File: src/rtl/cholesky_decomposition_top_macros.svh
// Assertion macros for the Cholesky factorization block.
// Used by the controller and the top level; no other dependencies.
`ifndef CHOLESKY_DECOMPOSITION_TOP_MACROS_SVH
`define CHOLESKY_DECOMPOSITION_TOP_MACROS_SVH
`ifndef SYNTH
`define CHK_IMPLY(label, clk, rst, a, b) \
  label: assert property (@(posedge clk) disable iff (rst) (a) |-> (b)) \
    else $error("check failed");
`define CHK_NEXT(label, clk, rst, a, b) \
  label: assert property (@(posedge clk) disable iff (rst) (a) |=> (b)) \
    else $error("check failed");
`else
`define CHK_IMPLY(label, clk, rst, a, b)
`define CHK_NEXT(label, clk, rst, a, b)
`endif
`endif

File: src/rtl/chol_pkg.sv
// Package for the Cholesky factorization block: sizes, state and command types.
// No dependencies.
`default_nettype none
package chol_pkg;
  localparam int MaxSize = 8;
  localparam int FracBits = 16;
  localparam int TriDepth = MaxSize * (MaxSize + 1) / 2;
  localparam int AddrW = $clog2(TriDepth);
  localparam int IdxW = 3;

  typedef enum logic [4:0] {
    ST_IDLE, ST_START, ST_ELEM, ST_MAC_RD, ST_MAC_RD2, ST_MAC_ACC, ST_MAC_MUL,
    ST_SUB_RD, ST_SUB, ST_CHECK, ST_SQRT, ST_DIV, ST_WRITE, ST_NEXT,
    ST_EMIT_RD, ST_EMIT_WAIT, ST_EMIT, ST_FAIL
  } state_t;

  typedef struct packed {
    logic [AddrW-1:0] raddr;
    logic             rd_a;
    logic             rd_b;
    logic             mul;
    logic             acc_clr;
    logic             acc_add;
    logic             sub;
    logic             sqrt_start;
    logic             div_start;
    logic             wr_sqrt;
    logic [AddrW-1:0] waddr;
    logic             wr;
  } dp_cmd_t;

  typedef struct packed {
    logic        busy;
    logic        v_nonpos;
    logic [31:0] rdata;
  } dp_stat_t;

  function automatic logic [AddrW-1:0] tri_idx(input logic [IdxW-1:0] r,
                                              input logic [IdxW-1:0] c);
    logic [AddrW:0] rr;
    rr = {{(AddrW+1-IdxW){1'b0}}, r};
    tri_idx = AddrW'(((rr * (rr + 1'b1)) >> 1) + {{(AddrW+1-IdxW){1'b0}}, c});
  endfunction
endpackage
`default_nettype wire

File: src/rtl/chol_ctrl.sv
// Controller: sequences the factorization loops and the output of the factor.
// Depends on chol_pkg and the assertion macros.
`default_nettype none
`include "cholesky_decomposition_top_macros.svh"
module chol_ctrl import chol_pkg::*; (
  input  wire logic            clk,
  input  wire logic            rst,
  input  wire logic            start,
  input  wire logic [3:0]      size,
  input  wire dp_stat_t        stat,
  input  wire logic            o_ready,
  output dp_cmd_t              cmd,
  output logic                 idle,
  output logic                 o_valid,
  output logic [IdxW-1:0]      o_row,
  output logic [IdxW-1:0]      o_col,
  output logic [31:0]          o_value,
  output logic                 o_status,
  output logic                 o_last
);
  state_t state, state_next;
  logic [IdxW-1:0] i, j, k, i_next, j_next, k_next, nm1;
  logic [3:0] n;

  always_comb begin
    n = (size == 4'd0) ? 4'd1 : (size > 4'(MaxSize)) ? 4'(MaxSize) : size;
    nm1 = IdxW'(n - 4'd1);
  end

  always_ff @(posedge clk) begin
    if (rst) begin
      state <= ST_IDLE;
      i <= '0; j <= '0; k <= '0;
    end else begin
      state <= state_next;
      i <= i_next; j <= j_next; k <= k_next;
    end
  end

  always_comb begin
    state_next = state;
    i_next = i; j_next = j; k_next = k;
    cmd = '0;
    idle = 1'b0;
    o_valid = 1'b0;
    o_status = 1'b0;
    o_last = 1'b0;
    o_row = i;
    o_col = j;
    o_value = stat.rdata;
    case (state)
      ST_IDLE: begin
        idle = 1'b1;
        if (start) begin
          state_next = ST_ELEM;
          i_next = '0; j_next = '0; k_next = '0;
        end
      end
      ST_ELEM: begin
        cmd.acc_clr = 1'b1;
        k_next = '0;
        state_next = (j == '0) ? ST_SUB_RD : ST_MAC_RD;
      end
      ST_MAC_RD: begin
        cmd.raddr = tri_idx(i, k);
        state_next = ST_MAC_RD2;
      end
      ST_MAC_RD2: begin
        cmd.rd_a = 1'b1;
        cmd.raddr = tri_idx(j, k);
        state_next = ST_MAC_MUL;
      end
      ST_MAC_MUL: begin
        cmd.rd_b = 1'b1;
        cmd.raddr = tri_idx(j, k);
        state_next = ST_START;
      end
      ST_START: begin
        cmd.mul = 1'b1;
        state_next = ST_MAC_ACC;
      end
      ST_MAC_ACC: begin
        cmd.acc_add = 1'b1;
        k_next = k + 1'b1;
        state_next = (k + 1'b1 == j) ? ST_SUB_RD : ST_MAC_RD;
      end
      ST_SUB_RD: begin
        cmd.raddr = tri_idx(i, j);
        state_next = ST_SUB;
      end
      ST_SUB: begin
        cmd.sub = 1'b1;
        cmd.raddr = tri_idx(j, j);
        state_next = ST_CHECK;
      end
      ST_CHECK: begin
        cmd.raddr = tri_idx(j, j);
        if (i == j) begin
          if (stat.v_nonpos) state_next = ST_FAIL;
          else begin
            cmd.sqrt_start = 1'b1;
            state_next = ST_SQRT;
          end
        end else begin
          cmd.rd_b = 1'b1;
          state_next = ST_NEXT;
        end
      end
      ST_NEXT: begin
        cmd.div_start = 1'b1;
        state_next = ST_DIV;
      end
      ST_SQRT: begin
        cmd.wr_sqrt = 1'b1;
        if (!stat.busy) state_next = ST_WRITE;
      end
      ST_DIV: begin
        if (!stat.busy) state_next = ST_WRITE;
      end
      ST_WRITE: begin
        cmd.wr = 1'b1;
        cmd.wr_sqrt = (i == j);
        cmd.waddr = tri_idx(i, j);
        if (j == i) begin
          j_next = '0;
          i_next = i + 1'b1;
          if (i == nm1) begin
            state_next = ST_EMIT_RD;
            i_next = '0;
          end else state_next = ST_ELEM;
        end else begin
          j_next = j + 1'b1;
          state_next = ST_ELEM;
        end
      end
      ST_EMIT_RD: begin
        cmd.raddr = tri_idx(i, j);
        state_next = ST_EMIT;
      end
      ST_EMIT: begin
        cmd.raddr = tri_idx(i, j);
        o_valid = 1'b1;
        o_last = (i == nm1) && (j == i);
        if (o_ready) begin
          if (j == i) begin
            j_next = '0;
            i_next = i + 1'b1;
            state_next = (i == nm1) ? ST_IDLE : ST_EMIT_RD;
          end else begin
            j_next = j + 1'b1;
            state_next = ST_EMIT_RD;
          end
        end
      end
      ST_FAIL: begin
        o_valid = 1'b1;
        o_status = 1'b1;
        o_last = 1'b1;
        o_row = '0;
        o_col = '0;
        o_value = '0;
        if (o_ready) state_next = ST_IDLE;
      end
      default: state_next = ST_IDLE;
    endcase
  end

  `CHK_IMPLY(a_col_le_row, clk, rst, o_valid, o_col <= o_row)
  `CHK_IMPLY(a_fail_zero, clk, rst, o_valid && o_status, o_value == 32'd0 && o_last)
  `CHK_NEXT(a_last_done, clk, rst, o_valid && o_ready && o_last, state == ST_IDLE)
endmodule
`default_nettype wire

File: config.mk
export PLATFORM = sky130hd
export DESIGN_NAME = chol_ctrl
export DESIGN_NICKNAME = d
export VERILOG_FILES = /design/src/rtl/chol_pkg.sv /design/src/rtl/chol_ctrl.sv
export VERILOG_INCLUDE_DIRS = /design/src /design/src/rtl
export SDC_FILE = /design/constraint.sdc
export NUM_CORES = 1
export LEC_CHECK = 0
export BUFFER_PORTS_ARGS = -buffer_cell sky130_fd_sc_hd__buf_2
export CAP_MARGIN = 15
export CORE_MARGIN = 1.5
export CORE_UTILIZATION = 50
export DETAILED_ROUTE_END_ITERATION = 8
export PLACE_DENSITY = 0.79
export SYNTH_ARGS = -nofsm -noshare
export SYNTH_HDL_FRONTEND = slang
export SYNTH_SLANG_ARGS = --single-unit
File: constraint.sdc
create_clock -name clk -period 5.33 [get_ports clk]
set_clock_uncertainty 0.1 [all_clocks]
set_input_delay 0.533 -clock clk [delete_from_list [all_inputs] [get_ports clk]]
set_output_delay 0.533 -clock clk [all_outputs]
set_load 0.05 [all_outputs]
Yosys cells after proc, flatten, opt, wreduce, memory -nomap -nowiden:

Cells that the tools add are included.

* bits in read-only memories: 0
* flip-flop bits (word level): 14
* bits in writable memories: 0
* output and inout bits: 64
* memories kept: 0
* bits in latches: 0

* mux-type cells: 46
* bitwise operators: 0
* reductions and logical operators: 15
* shifts and indexed selects: 0
* order comparisons: 1
* equality and inequality tests: 26
* $mul: 2
* add/subtract/negate cells: 10
* div/mod/pow operators: 0

Operators by type and width (number)
* 5-bit case mux with 16 select lines: 1
* 3-bit 2-to-1 mux: 13
* 5-bit by 4-bit equality test with 1-bit output (second input constant): 7
* 5-bit 2-to-1 mux: 7
* 32-bit 2-to-1 mux: 1
* 3-bit case mux with 3 select lines: 3
* 6-bit by 3-bit adder with 6-bit output: 4
* 6-bit case mux with 4 select lines: 1
* 5-bit by 3-bit equality test with 1-bit output (second input constant): 4
* 3-bit by 4-bit multiplier with 7-bit output: 2
* 1-bit 2-to-1 mux: 13
* 3-bit equality test: 4
* 4-bit 2-to-1 mux: 3
* 2-bit != test (second input constant): 6
* 5-bit by 2-bit equality test with 1-bit output (second input constant): 2
* 5-bit equality test (second input constant): 2
* 3-bit by 1-bit adder with 3-bit output (second input constant): 3
* 3-bit by 1-bit adder with 4-bit output (second input constant): 2
* 2-bit OR reduction: 4
* 7-bit 2-to-1 mux: 1
* 1-bit case mux with 2 select lines: 3
* 3-bit nonzero test: 2
* 5-bit by 1-bit equality test with 1-bit output (second input constant): 1
* 5-bit zero test: 1
* other kinds (10): 10

Logic depth before layout (Yosys ltp):

* depth in word-level cells: 9
* mapped depth: 14
* mapped depth without buffers: 14

Worst setup path after synthesis:

Ideal clock, no wire load.

* kind: register to output
* start: register i[0]
* end: output port cmd[21] (netlist bit)
* slack: 726 ps
* stages on the path, launching flop included: 14
* required time: 4697 ps
* arrival time: 3971 ps
* cells stage by stage: dfxtp_1 -> clkbuf_1 -> inv_1 -> ha_1 -> inv_1 -> nand2_1 -> fa_1 -> inv_1 -> fa_1 -> ha_1 -> a21oi_1 -> nor4_1 -> xor2_1 -> o221ai_1

RTL lines
* from (decl): line chol_ctrl.sv:22 `logic [IdxW-1:0] i, j, k, i_next, j_next, k_next, nm1;`
* from (signal assigned): line chol_ctrl.sv:36 `i <= i_next; j <= j_next; k <= k_next;`
* to (decl): line chol_ctrl.sv:12 `output dp_cmd_t cmd,`

==> impl_metrics.toml <==
[floorplanning]
boundaryPins = 106
fp-row-count = 26
die-area_um2 = 5657
dieWidth_um = 75.22
die_height_um = 75.22
floorplan.initialDensity_pct = 51.38
placeableCoreArea_um2 = 5075

[cts]
tritoncts_clock_tree = "yes"
cts_root_buffer = "sky130_fd_sc_hd__clkbuf_8"
clock_latency_ps = 250
cts_resized = 0
cts_setup_buffers = 0
tritoncts.num_buffers = 3
max-clock-path-buffers = 2
htreeDepth = 1
clock_sinks = 14
clock_pin_slew_on_the_worst_setup_and_hold_paths_ps = 60
holdBufCountCts = 0

[global_route]
use_met1_pct = 34.39
grt_residual_overflow = 0
antenna_violations_before_repair = 0
grt_max_degree = 34
grt_pass1_vias = 2368
groute.layer.met3.usage_pct = 2.142
grt_first_pass_wirelength_mm = 10.61
grt_busiest_layer = "met2"
grt_usage_pct = 23.79
groute.layer.met2.usage_pct = 37.66

[power_and_ir_drop]
part_of_the_power_in_the_clock_network_pct = 12.3
power_frac_comb_pct = 67.2
max-vdd-ir-drop_uv = 144.9
pwr-share-seq_pct = 20.5
pwrdens_nw_per_um2 = 270.3
p_sw_uw = 488.0
power.internal_uw = 379.9
leakagePower_nw = 1.659
power.switching_fraction_pct = 56.22

[sta]
worstMarginPinSlew_ps = 692.2
period_minus_slack_ps = 4686
finalSetupViolations = 0
tns_ps = 0
fmax_ghz = 0.2134
finalCritPeriodShare_pct = 87.91
hold_violations = 0
maxSlewViolCount = 0
rsz0062_at_grt = "false"
max_slew_margin_pct = 53.79

[setup_path]
crit_path_cell_trace = "ha_1 -> inv_1 -> ha_1 -> nand2b_1 -> fa_1 -> inv_1 -> ha_1 -> fa_1 -> ha_1 -> a21oi_1 -> nor4_1 -> xor2_1 -> o221ai_1 -> buf_2"
worst-setup-path-type = "reg -> out"
cp_data_required_time_ps = 4700
path_common_cell = "sky130_fd_sc_hd__ha_1"
startpoint_type = "register"
critPathMaxFanout = 10
regToRegSetupSlack_ps = 3020
critical_path.max_stage_delay_ps = 520
critical_path.n_buffers_inverters = 3
critical_path.slowest_cell = "sky130_fd_sc_hd__dfxtp_1"
critPathCaptureType = "output pin"
cp_top_family = "adder cells"
timing.critical_path.arrival_ps = 4050

[placed_design]
dp.cells = 515
weighted_congestion_reported_at_the_end_of_routability_driven_placement = 0.8528
place.port_buffers = 105
place_hpwl_mm = 5.497

[finish]
drive_above_1_share_pct = 26.73
area_delta_synth_final_pct = 23.13
fin_util_pct = 63.26
commonest_non_fill_non_tap_cell_in_the_layout = "sky130_fd_sc_hd__buf_2"
layout.cells.non_filler = 519
layout.nets = 531
most-common-layout-cells = "105 x sky130_fd_sc_hd__buf_2, 36 x sky130_fd_sc_hd__nor2_1, 36 x sky130_fd_sc_hd__and2_1, 34 x sky130_fd_sc_hd__inv_1, 31 x sky130_fd_sc_hd__ha_1"
antenna_cells = 0

[routing]
routedWlPerCell_um = 13.13
drc_violations_left = 0
postRouteAntennaNets = 0
detail_routed_via_count_per_cell = 5.320
number_of_detailed_routing_iterations_run_before_antenna_repair = 4
route.vias.total = 2761
number_of_drc_markers_in_iteration_0 = 183
drt-total-wl_mm = 6.812

[run_status]
outcome = "finished clean"

[logic_synthesis]
post_synth_instance_area_um2 = 2608
synth_seq_cells = 14
synth_cells = 356
synth_cell_type_count = 54
synth_warnings = 0
syn_nets = 437
synth_area_per_cell_um2 = 7.324
synth-seq-area-share_pct = 10.75
ys_dominant_reg_cell = "sky130_fd_sc_hd__dfxtp_1"
synth-async-reset-ratio_pct = 0
synth_enable_flop_cells = 0

[min_path]
min-delay-path-class = "reg -> reg"

[run]
max_cap_viol_count = 0
[synth_stat cells, types with 8 or more instances]
library cell / count / area share [%]
sky130_fd_sc_hd__inv_1: 34 / 4.9
sky130_fd_sc_hd__and2_1: 36 / 8.6
sky130_fd_sc_hd__clkbuf_1: 14 / 2.0
sky130_fd_sc_hd__nand3_1: 10 / 1.9
sky130_fd_sc_hd__nand2_1: 21 / 3.0
sky130_fd_sc_hd__xnor2_1: 16 / 5.4
sky130_fd_sc_hd__fa_1: 8 / 6.1
sky130_fd_sc_hd__nand2b_1: 11 / 2.6
sky130_fd_sc_hd__ha_1: 31 / 15
sky130_fd_sc_hd__dfxtp_1: 14 / 11
sky130_fd_sc_hd__nor2_1: 36 / 5.2
sky130_fd_sc_hd__o21ai_0: 9 / 1.7
sky130_fd_sc_hd__a21oi_1: 18 / 3.5
sky130_fd_sc_hd__xor2_1: 10 / 3.4
sky130_fd_sc_hd__nor3_1: 9 / 1.7
[per-layer routing]
metal / up-vias / wire, um
met3: 6 / 353
li1: 1406 / -
met1: 1271 / 3153
met5: - / 0
met2: 78 / 3234
met4: 0 / 70
[flip-flops by register name, summed over array words and instances (netlist names)]
signal and flops:
i 3, state 5, k 3, j 3
[power groups by stage]
stage | clock [mW] | combinational, mW | sequential [mW]
after floorplan | 0 | 0.509 | 0.139
after global placement | 0 | 0.572 | 0.178
after detailed placement | 0 | 0.580 | 0.178
after CTS | 0.108 | 0.583 | 0.176
after global routing | 0.116 | 0.636 | 0.182
final | 0.107 | 0.583 | 0.178
[path summary, 6_finish.rpt]
| kind | from | end | cells after the start |
|---|---|---|---|
| max reg2reg | state[3] | j[2] | 4 |
| min | k[2] | k[2] | 2 |
| max | i[0] | cmd[21] | 14 |
| min reg2reg | k[2] | k[2] | 2 |
[worst min-delay path: stages, from the launching register on]
cell and delay, ps:
sky130_fd_sc_hd__dfxtp_1 380, sky130_fd_sc_hd__o21ai_0 100, sky130_fd_sc_hd__a21oi_1 60
[cells by family after synthesis]
group | count (synthesis) | synth area share, %
adders and majority gates | 39 | 21.02
muxes | 4 | 1.631
and+or+nand+nor | 154 | 31.72
xor gates and xnor gates | 26 | 8.733
DFF | 14 | 10.75
AOI/OAI and AO/OA | 66 | 17.90
buffers and inverters | 53 | 8.253
[per-stage QoR]
step	worst slack, ps	cell area, um^2	hold slack, ps	power, mW
2_1_floorplan	725.7	2608	396.4	0.6475
3_3_place_gp	980.2	3156	463.5	0.7495
3_5_place_dp	914.0	3156	482.9	0.7588
4_1_cts	633.4	3211	493.3	0.8668
5_1_grt	392.2	3211	520.1	0.9344
6_report	644.4	3211	486.0	0.8679
[layout make-up]
class / instances / area, um^2
clock buffers: 4 / 55.05
fillers: 466 / 1864
inverters: 34 / 127.6
multi-input cells: 289 / 2112
flip-flops and latches: 14 / 280.3
well taps: 70 / 87.58
repair buffers: 108 / 548.0
(Power assumes the default switching activity.)
